**src/sv/lfwg_pkg.sv**
```systemverilog
package lfwg_pkg;

	// frame phases
	localparam logic [2:0] PH_IDLE  = 3'd0;
	localparam logic [2:0] PH_BURST = 3'd1;
	localparam logic [2:0] PH_GAP   = 3'd2;
	localparam logic [2:0] PH_PRE   = 3'd3;
	localparam logic [2:0] PH_PAT   = 3'd4;

	// configuration register indexes
	localparam logic [2:0] REG_BIT_DURATION   = 3'd0;
	localparam logic [2:0] REG_BURST_DURATION = 3'd1;
	localparam logic [2:0] REG_PREAMBLE_COUNT = 3'd2;
	localparam logic [2:0] REG_PATTERN_IS_32  = 3'd3;
	localparam logic [2:0] REG_DOUBLE_PATTERN = 3'd4;
	localparam logic [2:0] REG_WAKE_PATTERN   = 3'd5;

	localparam int CFG_ADDR_W = 3;
	localparam int CFG_DATA_W = 32;

	// register reset values
	localparam logic [14:0] RST_BIT_DURATION   = 15'd54;
	localparam logic [15:0] RST_BURST_DURATION = 16'd350;
	localparam logic [7:0]  RST_PREAMBLE_COUNT = 8'd5;
	localparam logic        RST_PATTERN_IS_32  = 1'b0;
	localparam logic        RST_DOUBLE_PATTERN = 1'b0;
	localparam logic [31:0] RST_WAKE_PATTERN   = 32'h9669_5555;

	// first bit position of a pass
	localparam logic [4:0] POS_FIRST_32 = 5'd31;
	localparam logic [4:0] POS_FIRST_16 = 5'd15;
	// 16-bit mode sends the upper half of the pattern
	localparam logic [4:0] UPPER_HALF_OFS = 5'd16;

	typedef struct packed {
		logic [14:0] bit_duration;
		logic [15:0] burst_duration;
		logic [7:0]  preamble_count;
		logic        pattern_is_32;
		logic        double_pattern;
		logic [31:0] wake_pattern;
	} cfg_t;

	typedef struct packed {
		logic carrier_on;
		logic busy_res;
		logic frame_end;
	} res_t;

endpackage

```
**src/sv/lfwg_cfg.sv**
```systemverilog
module lfwg_cfg
	import lfwg_pkg::*;
(
	input  logic                  clk,
	input  logic                  arst_n,
	input  logic                  cfg_we,
	input  logic [CFG_ADDR_W-1:0] cfg_addr,
	input  logic [CFG_DATA_W-1:0] cfg_wdata,
	output cfg_t                  cfg
);

	cfg_t cfg_q;

	always_ff @(posedge clk or negedge arst_n) begin
		if (!arst_n) begin
			cfg_q.bit_duration   <= RST_BIT_DURATION;
			cfg_q.burst_duration <= RST_BURST_DURATION;
			cfg_q.preamble_count <= RST_PREAMBLE_COUNT;
			cfg_q.pattern_is_32  <= RST_PATTERN_IS_32;
			cfg_q.double_pattern <= RST_DOUBLE_PATTERN;
			cfg_q.wake_pattern   <= RST_WAKE_PATTERN;
		end else if (cfg_we) begin
			case (cfg_addr)
				REG_BIT_DURATION:   cfg_q.bit_duration   <= cfg_wdata[14:0];
				REG_BURST_DURATION: cfg_q.burst_duration <= cfg_wdata[15:0];
				REG_PREAMBLE_COUNT: cfg_q.preamble_count <= cfg_wdata[7:0];
				REG_PATTERN_IS_32:  cfg_q.pattern_is_32  <= cfg_wdata[0];
				REG_DOUBLE_PATTERN: cfg_q.double_pattern <= cfg_wdata[0];
				REG_WAKE_PATTERN:   cfg_q.wake_pattern   <= cfg_wdata[31:0];
				default: ;
			endcase
		end
	end

	assign cfg = cfg_q;

endmodule

```
**src/sv/lfwg_seq.sv**
```systemverilog
module lfwg_seq
	import lfwg_pkg::*;
(
	input  logic clk,
	input  logic arst_n,
	input  logic step,
	input  logic start_req,
	input  cfg_t cfg,
	output res_t res
);

	logic [2:0]  phase_q;
	logic [15:0] tick_q;
	logic [7:0]  symbols_q;
	logic        half_q;
	logic [4:0]  pos_q;
	logic        second_q;

	logic [2:0]  phase_a, phase_n;
	logic [15:0] tick_a, tick_n;
	logic [7:0]  symbols_n;
	logic        half_n;
	logic [4:0]  pos_n;
	logic        second_a, second_n;
	logic [16:0] tick_inc;
	logic [15:0] len;
	logic [4:0]  pos_first;
	logic [4:0]  pat_idx;
	logic        bit_zero;

	always_comb begin
		bit_zero  = (cfg.bit_duration == '0);
		pos_first = cfg.pattern_is_32 ? POS_FIRST_32 : POS_FIRST_16;
		pat_idx   = cfg.pattern_is_32 ? pos_q : ({1'b0, pos_q[3:0]} + UPPER_HALF_OFS);

		// start: zero-length leading phases are skipped right away
		phase_a  = phase_q;
		tick_a   = tick_q;
		second_a = second_q;
		if (phase_q == PH_IDLE && start_req) begin
			tick_a   = '0;
			second_a = 1'b0;
			if (cfg.burst_duration != '0)
				phase_a = PH_BURST;
			else if (!bit_zero)
				phase_a = PH_GAP;
			else
				phase_a = PH_IDLE;
		end

		phase_n   = phase_a;
		tick_n    = tick_a;
		symbols_n = symbols_q;
		half_n    = half_q;
		pos_n     = pos_q;
		second_n  = second_a;
		res       = '0;

		len      = (phase_a == PH_BURST) ? cfg.burst_duration : {1'b0, cfg.bit_duration};
		tick_inc = {1'b0, tick_a} + 17'd1;

		if (phase_a != PH_IDLE) begin
			res.busy_res = 1'b1;
			case (phase_a)
				PH_BURST: res.carrier_on = 1'b1;
				PH_PRE:   res.carrier_on = ~half_q;
				PH_PAT:   res.carrier_on = cfg.wake_pattern[pat_idx];
				default:  res.carrier_on = 1'b0;
			endcase

			if (tick_inc >= {1'b0, len}) begin
				tick_n = '0;
				case (phase_a)
					PH_BURST: begin
						// with zero bit time nothing follows the burst
						phase_n = bit_zero ? PH_IDLE : PH_GAP;
					end
					PH_GAP: begin
						symbols_n = cfg.preamble_count;
						half_n    = 1'b0;
						if (cfg.preamble_count == '0) begin
							phase_n  = PH_PAT;
							second_n = 1'b0;
							pos_n    = pos_first;
						end else begin
							phase_n = PH_PRE;
						end
					end
					PH_PRE: begin
						if (!half_q) begin
							half_n = 1'b1;
						end else begin
							half_n    = 1'b0;
							symbols_n = symbols_q - 8'd1;
							if (symbols_q == 8'd1) begin
								phase_n  = PH_PAT;
								second_n = 1'b0;
								pos_n    = pos_first;
							end
						end
					end
					PH_PAT: begin
						if (pos_q != '0) begin
							pos_n = pos_q - 5'd1;
						end else if (cfg.double_pattern && !second_a) begin
							second_n = 1'b1;
							pos_n    = pos_first;
						end else begin
							phase_n = PH_IDLE;
						end
					end
					default: phase_n = PH_IDLE;
				endcase
				// zero bit time makes every later phase empty
				if (bit_zero)
					phase_n = PH_IDLE;
				res.frame_end = (phase_n == PH_IDLE);
			end else begin
				tick_n = tick_inc[15:0];
			end
		end
	end

	always_ff @(posedge clk or negedge arst_n) begin
		if (!arst_n) begin
			phase_q   <= PH_IDLE;
			tick_q    <= '0;
			symbols_q <= '0;
			half_q    <= 1'b0;
			pos_q     <= '0;
			second_q  <= 1'b0;
		end else if (step) begin
			phase_q   <= phase_n;
			tick_q    <= tick_n;
			symbols_q <= symbols_n;
			half_q    <= half_n;
			pos_q     <= pos_n;
			second_q  <= second_n;
		end
	end

endmodule

```
**src/sv/lf_wakeup_frame_generator.sv**
```systemverilog
// a tick's transaction on the input is registered in the input register, then
// its result in the result register
// throughput: one tick per clock unless m_tready stalls the output; the frame sequencer updates once per tick
// reset: arst_n clears both stages and the sequencer to idle, and loads the
// configuration registers with their default values
module lf_wakeup_frame_generator
	import lfwg_pkg::*;
(
	input  logic                  clk,
	input  logic                  arst_n,
	input  logic                  cfg_we,
	input  logic [CFG_ADDR_W-1:0] cfg_addr,
	input  logic [CFG_DATA_W-1:0] cfg_wdata,
	input  logic                  s_tvalid,
	output logic                  s_tready,
	input  logic [7:0]            s_tdata,  // [0] start_req
	output logic                  m_tvalid,
	input  logic                  m_tready,
	output logic [7:0]            m_tdata,  // [0] carrier_on, [1] busy_res
	output logic                  m_tlast   // frame_end
);

	cfg_t cfg;
	res_t res;

	logic valid_s1;
	logic start_s1;
	logic advance;
	logic valid_s2;
	res_t res_s2;

	lfwg_cfg u_cfg (
		.clk       (clk),
		.arst_n    (arst_n),
		.cfg_we    (cfg_we),
		.cfg_addr  (cfg_addr),
		.cfg_wdata (cfg_wdata),
		.cfg       (cfg)
	);

	// input stage moves on when the result register is free or being drained
	assign advance  = valid_s1 && (!valid_s2 || m_tready);
	assign s_tready = !valid_s1 || advance;

	always_ff @(posedge clk or negedge arst_n) begin
		if (!arst_n) begin
			valid_s1 <= 1'b0;
		end else if (s_tready) begin
			valid_s1 <= s_tvalid;
		end
	end

	always_ff @(posedge clk) begin
		if (s_tready && s_tvalid) begin
			start_s1 <= s_tdata[0];
		end
	end

	lfwg_seq u_seq (
		.clk       (clk),
		.arst_n    (arst_n),
		.step      (advance),
		.start_req (start_s1),
		.cfg       (cfg),
		.res       (res)
	);

	always_ff @(posedge clk or negedge arst_n) begin
		if (!arst_n) begin
			valid_s2 <= 1'b0;
		end else if (advance) begin
			valid_s2 <= 1'b1;
		end else if (m_tready) begin
			valid_s2 <= 1'b0;
		end
	end

	always_ff @(posedge clk) begin
		if (advance) begin
			res_s2 <= res;
		end
	end

	assign m_tvalid = valid_s2;
	assign m_tdata  = {6'd0, res_s2.busy_res, res_s2.carrier_on};
	assign m_tlast  = res_s2.frame_end;

	a_end_in_frame: assert property (@(posedge clk) disable iff (!arst_n)
		m_tvalid && m_tlast |-> m_tdata[1])
		else $error("frame end outside a frame");

	a_carrier_in_frame: assert property (@(posedge clk) disable iff (!arst_n)
		m_tvalid && m_tdata[0] |-> m_tdata[1])
		else $error("carrier on while idle");

	a_stall_holds_item: assert property (@(posedge clk) disable iff (!arst_n)
		valid_s1 && !advance |=> valid_s1 && $stable(start_s1))
		else $error("stalled input item lost");

	a_result_held: assert property (@(posedge clk) disable iff (!arst_n)
		m_tvalid && !m_tready |=> m_tvalid && $stable(res_s2))
		else $error("pending result overwritten");

endmodule
```
**config.mk**
```make
export PLATFORM = sky130hd
export DESIGN_NAME = lf_wakeup_frame_generator
export DESIGN_NICKNAME = d
export VERILOG_FILES = /design/src/sv/lfwg_pkg.sv /design/src/sv/lfwg_cfg.sv /design/src/sv/lfwg_seq.sv /design/src/sv/lf_wakeup_frame_generator.sv
export SDC_FILE = /design/constraint.sdc
export NUM_CORES = 1
export LEC_CHECK = 0
export ABC_AREA = 1
export BUFFER_PORTS_ARGS = -buffer_cell sky130_fd_sc_hd__buf_2
export CELL_PAD_IN_SITES_DETAIL_PLACEMENT = 2
export CELL_PAD_IN_SITES_GLOBAL_PLACEMENT = 2
export CORE_MARGIN = 8
export CORE_UTILIZATION = 35
export CTS_CLUSTER_SIZE = 10
export DETAILED_ROUTE_END_ITERATION = 12
export PLACE_DENSITY = 0.85
export SLEW_MARGIN = 30
export SYNTH_ARGS = -nofsm -noshare
export SYNTH_HDL_FRONTEND = slang
export SYNTH_SLANG_ARGS = --single-unit
export TNS_END_PERCENT = 20
```
**constraint.sdc**
```tcl
create_clock -name clk -period 5.79 [get_ports clk]
set_input_delay 0.2895 -clock clk [delete_from_list [all_inputs] [get_ports clk]]
set_output_delay 0.2895 -clock clk [all_outputs]
set_load 0.03 [all_outputs]
```
==> impl_metrics.json <==
{
  "dp_hpwl_mm": 15.46,
  "design.die.area_mm2": 0.02367,
  "tns_ns": 0,
  "cts-htree-levels": 4,
  "worst-endpoint-required_ns": 6.10,
  "power_leakage_nw": 3.704,
  "ctsLongestPathBuffers": 2,
  "port_buffers": 45,
  "rsz0062_at_grt": "false",
  "worstSkewPairLatency_ns": 0.43,
  "maximum_vdd_ir_drop_uv": 220.7,
  "fillCellCount": 2160,
  "track_usage": 0.2003,
  "holdBufCountCts": 0,
  "core.rowCount": 50,
  "drc_errors": 0,
  "drt_first_iter_violations": 260,
  "vias_in_the_first_global_route": 6941,
  "final_nets": 969,
  "yosysWarningCount": 0,
  "cts-buffers-inserted": 17,
  "clock_sink_count": 113,
  "syn-cell-area_mm2": 0.006653,
  "drt_wl_total_mm": 23.11,
  "failed_checks": "negative hold slack",
  "critPathSlowestCell": "sky130_fd_sc_hd__nor3_2",
  "worst-slew-pin-transition_ns": 0.8998,
  "die_h_um": 153.9,
  "grt_antenna_before_repair": 0,
  "cell_mode_on_critical_path": "sky130_fd_sc_hd__nand2_1",
  "clock_tree_from_tritoncts": "yes",
  "final.setup_skew_ns": 0.01329,
  "drt-pass1-iter-count": 5,
  "post_cts_buffers": 0,
  "hold_path.class": "primary input to asynchronous set/reset pin",
  "fp.coreArea_mm2": 0.01871,
  "synthesis.area_per_instance_um2": 7.700,
  "clock-root-buffer": "sky130_fd_sc_hd__clkbuf_16",
  "critical_path_class": "flip-flop to flip-flop",
  "highest_fanout_seen_on_the_critical_path": 32,
  "antenna-diode-count": 0,
  "post_synth_inst_count": 864,
  "endpoint_kind": "flip-flop",
  "max_cap_violations": 0,
  "slowest_delay_ns": 0.56,
  "wl_per_cell_um": 20.13,
  "vias_per_cell": 5.427,
  "pwr_density_mw_per_mm2": 556.0,
  "final_count_of_hold_timing_violations": 13,
  "layout-area-overhead-vs-synth_pct": 13.96,
  "yosysUniqueCellTypes": 41,
  "grt_pass1_wl_mm": 38.08,
  "synth_seq_cells": 113,
  "number_of_pins_with_negative_max_slew_slack_in_the_final_report": 0,
  "maximum_number_of_pins_on_one_net_before_global_route_repair": 67,
  "initial_utilization": 0.3557,
  "worstPathCellList": "nor2_2, nand2_2, inv_2, or2_1, nand2_1, nor3_2, buf_4, mux2i_1, ha_1, nand2_1, nor2_1, nand3b_1, nand3_1, nand2_1, nand2_1, nand2_1, nand2_1, nand2_1, nand2_4, nand3_1, nand2_1, nand2_1",
  "fmax_mhz": 202.9,
  "postCtsResizedCells": 0,
  "final_layout_size_suffix_gt1_frac": 0.1652,
  "placer_s_final_routability_congestion_estimate": 0.7556,
  "vias": 6230,
  "postRouteAntennaNets": 0,
  "min_period_over_period": 0.8511,
  "ys_seq_area_frac": 0.4333,
  "globalRoute.totalOverflow": 0,
  "clkTransAtPathRegs_ns": 0.07,
  "finalSetupViolCount": 0,
  "die_w_um": 153.9,
  "outcome": "finished, violations left",
  "timing.hold.ws_ns": -0.03354,
  "setup.worst_path.start_class": "flip-flop",
  "final.min_clock_period_ns": 4.928,
  "ioPinCount": 59,
  "worst_slew_margin_rel": 0.4001,
  "worstPathArrival_ns": 5.24
}
[registers in the layout (all words and copies together), names as in the netlist, 2 cells and up]
name / cells
u_seq.tick_q: 16
u_seq.symbols_q: 8
u_seq.pos_q: 5
u_seq.phase_q: 3
u_cfg.cfg: 73
m_tdata: 2
[layout by cell type, fill, tap and decap left out, types with 5 or more instances in the layout]
cell type	instances
sky130_fd_sc_hd__nor2_1	77
sky130_fd_sc_hd__nand4_1	35
sky130_fd_sc_hd__nand2_1	227
sky130_fd_sc_hd__mux2_2	14
sky130_fd_sc_hd__o21ai_0	77
sky130_fd_sc_hd__xor2_1	9
sky130_fd_sc_hd__a21oi_1	44
sky130_fd_sc_hd__mux2i_1	11
sky130_fd_sc_hd__conb_1	6
sky130_fd_sc_hd__nor2_2	8
sky130_fd_sc_hd__buf_4	8
sky130_fd_sc_hd__inv_1	79
sky130_fd_sc_hd__buf_2	44
sky130_fd_sc_hd__dfrtp_1	81
sky130_fd_sc_hd__clkbuf_16	17
sky130_fd_sc_hd__nand3_1	70
sky130_fd_sc_hd__ha_1	20
sky130_fd_sc_hd__nand2_2	6
sky130_fd_sc_hd__a31oi_1	5
sky130_fd_sc_hd__dfstp_2	28
[where the power goes]
group          switching [mW]  total, mW  leakage (nW)  internal (mW)
Sequential              0.250       1.30          1.33           1.05
Combinational            1.30       1.92          2.11          0.615
Clock                   0.435       1.00         0.261          0.565
Total                    1.99       4.22          3.70           2.23
[cell usage after synthesis (all sizes together)]
| master | number | area [um^2] |
|---|---|---|
| nand3b | 4 | 30.03 |
| inv | 82 | 307.8 |
| mux2i | 11 | 110.1 |
| dfrtp | 81 | 2027 |
| o21a | 1 | 7.510 |
| o21ai | 78 | 390.4 |
| edfxtp | 4 | 120.1 |
| a41o | 1 | 10.01 |
| nor2 | 87 | 359.1 |
| a21oi | 44 | 220.2 |
| xnor2 | 3 | 26.28 |
| nor3 | 2 | 15.01 |
| clkbuf | 18 | 67.56 |
| clkinv | 2 | 7.510 |
| buf | 21 | 147.6 |
| conb | 1 | 3.750 |
| nand4 | 35 | 219.0 |
| or2 | 3 | 18.77 |
| dfstp | 28 | 735.7 |
| a31oi | 5 | 31.28 |
| mux2 | 14 | 157.7 |
| ha | 20 | 250.2 |
| nand3 | 72 | 377.9 |
| xor2 | 9 | 78.83 |
| a21o | 1 | 7.510 |
| nand2 | 234 | 898.4 |
| a22oi | 2 | 15.01 |
| nor3b | 1 | 12.51 |
[kinds of logic after synthesis]
logic type	after synthesis	share of synthesized area
xor+xnor	12	0.01580
compound gates	132	0.1025
buf+inv	123	0.07974
flops	113	0.4333
other cells	1	0.0005637
fa+ha+maj	20	0.03762
simple gates	438	0.2902
mux	25	0.04025
[metal layers]
layer,part of all wire,up-vias,GRT usage
met5,0,-,0
met2,0.49,113,0.3391
met4,0.020,0,0.06300
li1,-,2905,-
met1,0.46,3183,0.2531
met3,0.028,29,0.03924
[per-stage QoR]
step	std cells	instance area [um^2]	util	worst slack (ns)	total power [mW]
after floorplan	869	6671	-	2.446	2.580
after global placement	1116	7029	0.3758	1.308	3.005
after detailed placement	1116	7032	0.3759	1.142	3.131
after CTS	1148	7579	0.4052	0.8992	4.246
after global routing	1148	7581	0.4053	0.5118	4.515
final	1148	7581	0.4053	0.8621	4.215
[worst paths after layout]
kind                       slack [ns]          startpoint  cells past startpoint                  to
setup / recovery                 0.86    u_seq.phase_q[2]                     22      u_seq.pos_q[2]
hold / removal                  -0.03              arst_n                      1       u_cfg.cfg[51]
setup reg to reg                 0.86    u_seq.phase_q[2]                     22      u_seq.pos_q[2]
hold reg to reg                  0.48  u_seq.symbols_q[4]                      2  u_seq.symbols_q[4]
max in group asynchronous        4.69              arst_n                      2  u_seq.symbols_q[4]
min in group clk                 0.05          s_tdata[0]                      1            start_s1
[area by class of cell]
cell class | instances | area [um^2] | share of cell area
repair buffers | 52 | 280.3 | 0.03697
multi-input cells | 633 | 3263 | 0.4304
inverters | 84 | 315.3 | 0.04159
clock inverters | 13 | 103.9 | 0.01370
well taps | 234 | 292.8 | 0.03862
clock buffers | 19 | 442.9 | 0.05843
flip-flops and latches | 113 | 2883 | 0.3803
[critical path, delay by kind of cell (launching register included)]
kind / cells / cell delay, ns
adders and majority gates: 1 / 0.22
buffers and inverters: 2 / 0.57
DFF: 1 / 0.47
muxes: 1 / 0.26
and+or+nand+nor: 18 / 3.24
Note: power is estimated with default switching activity, not from simulation.
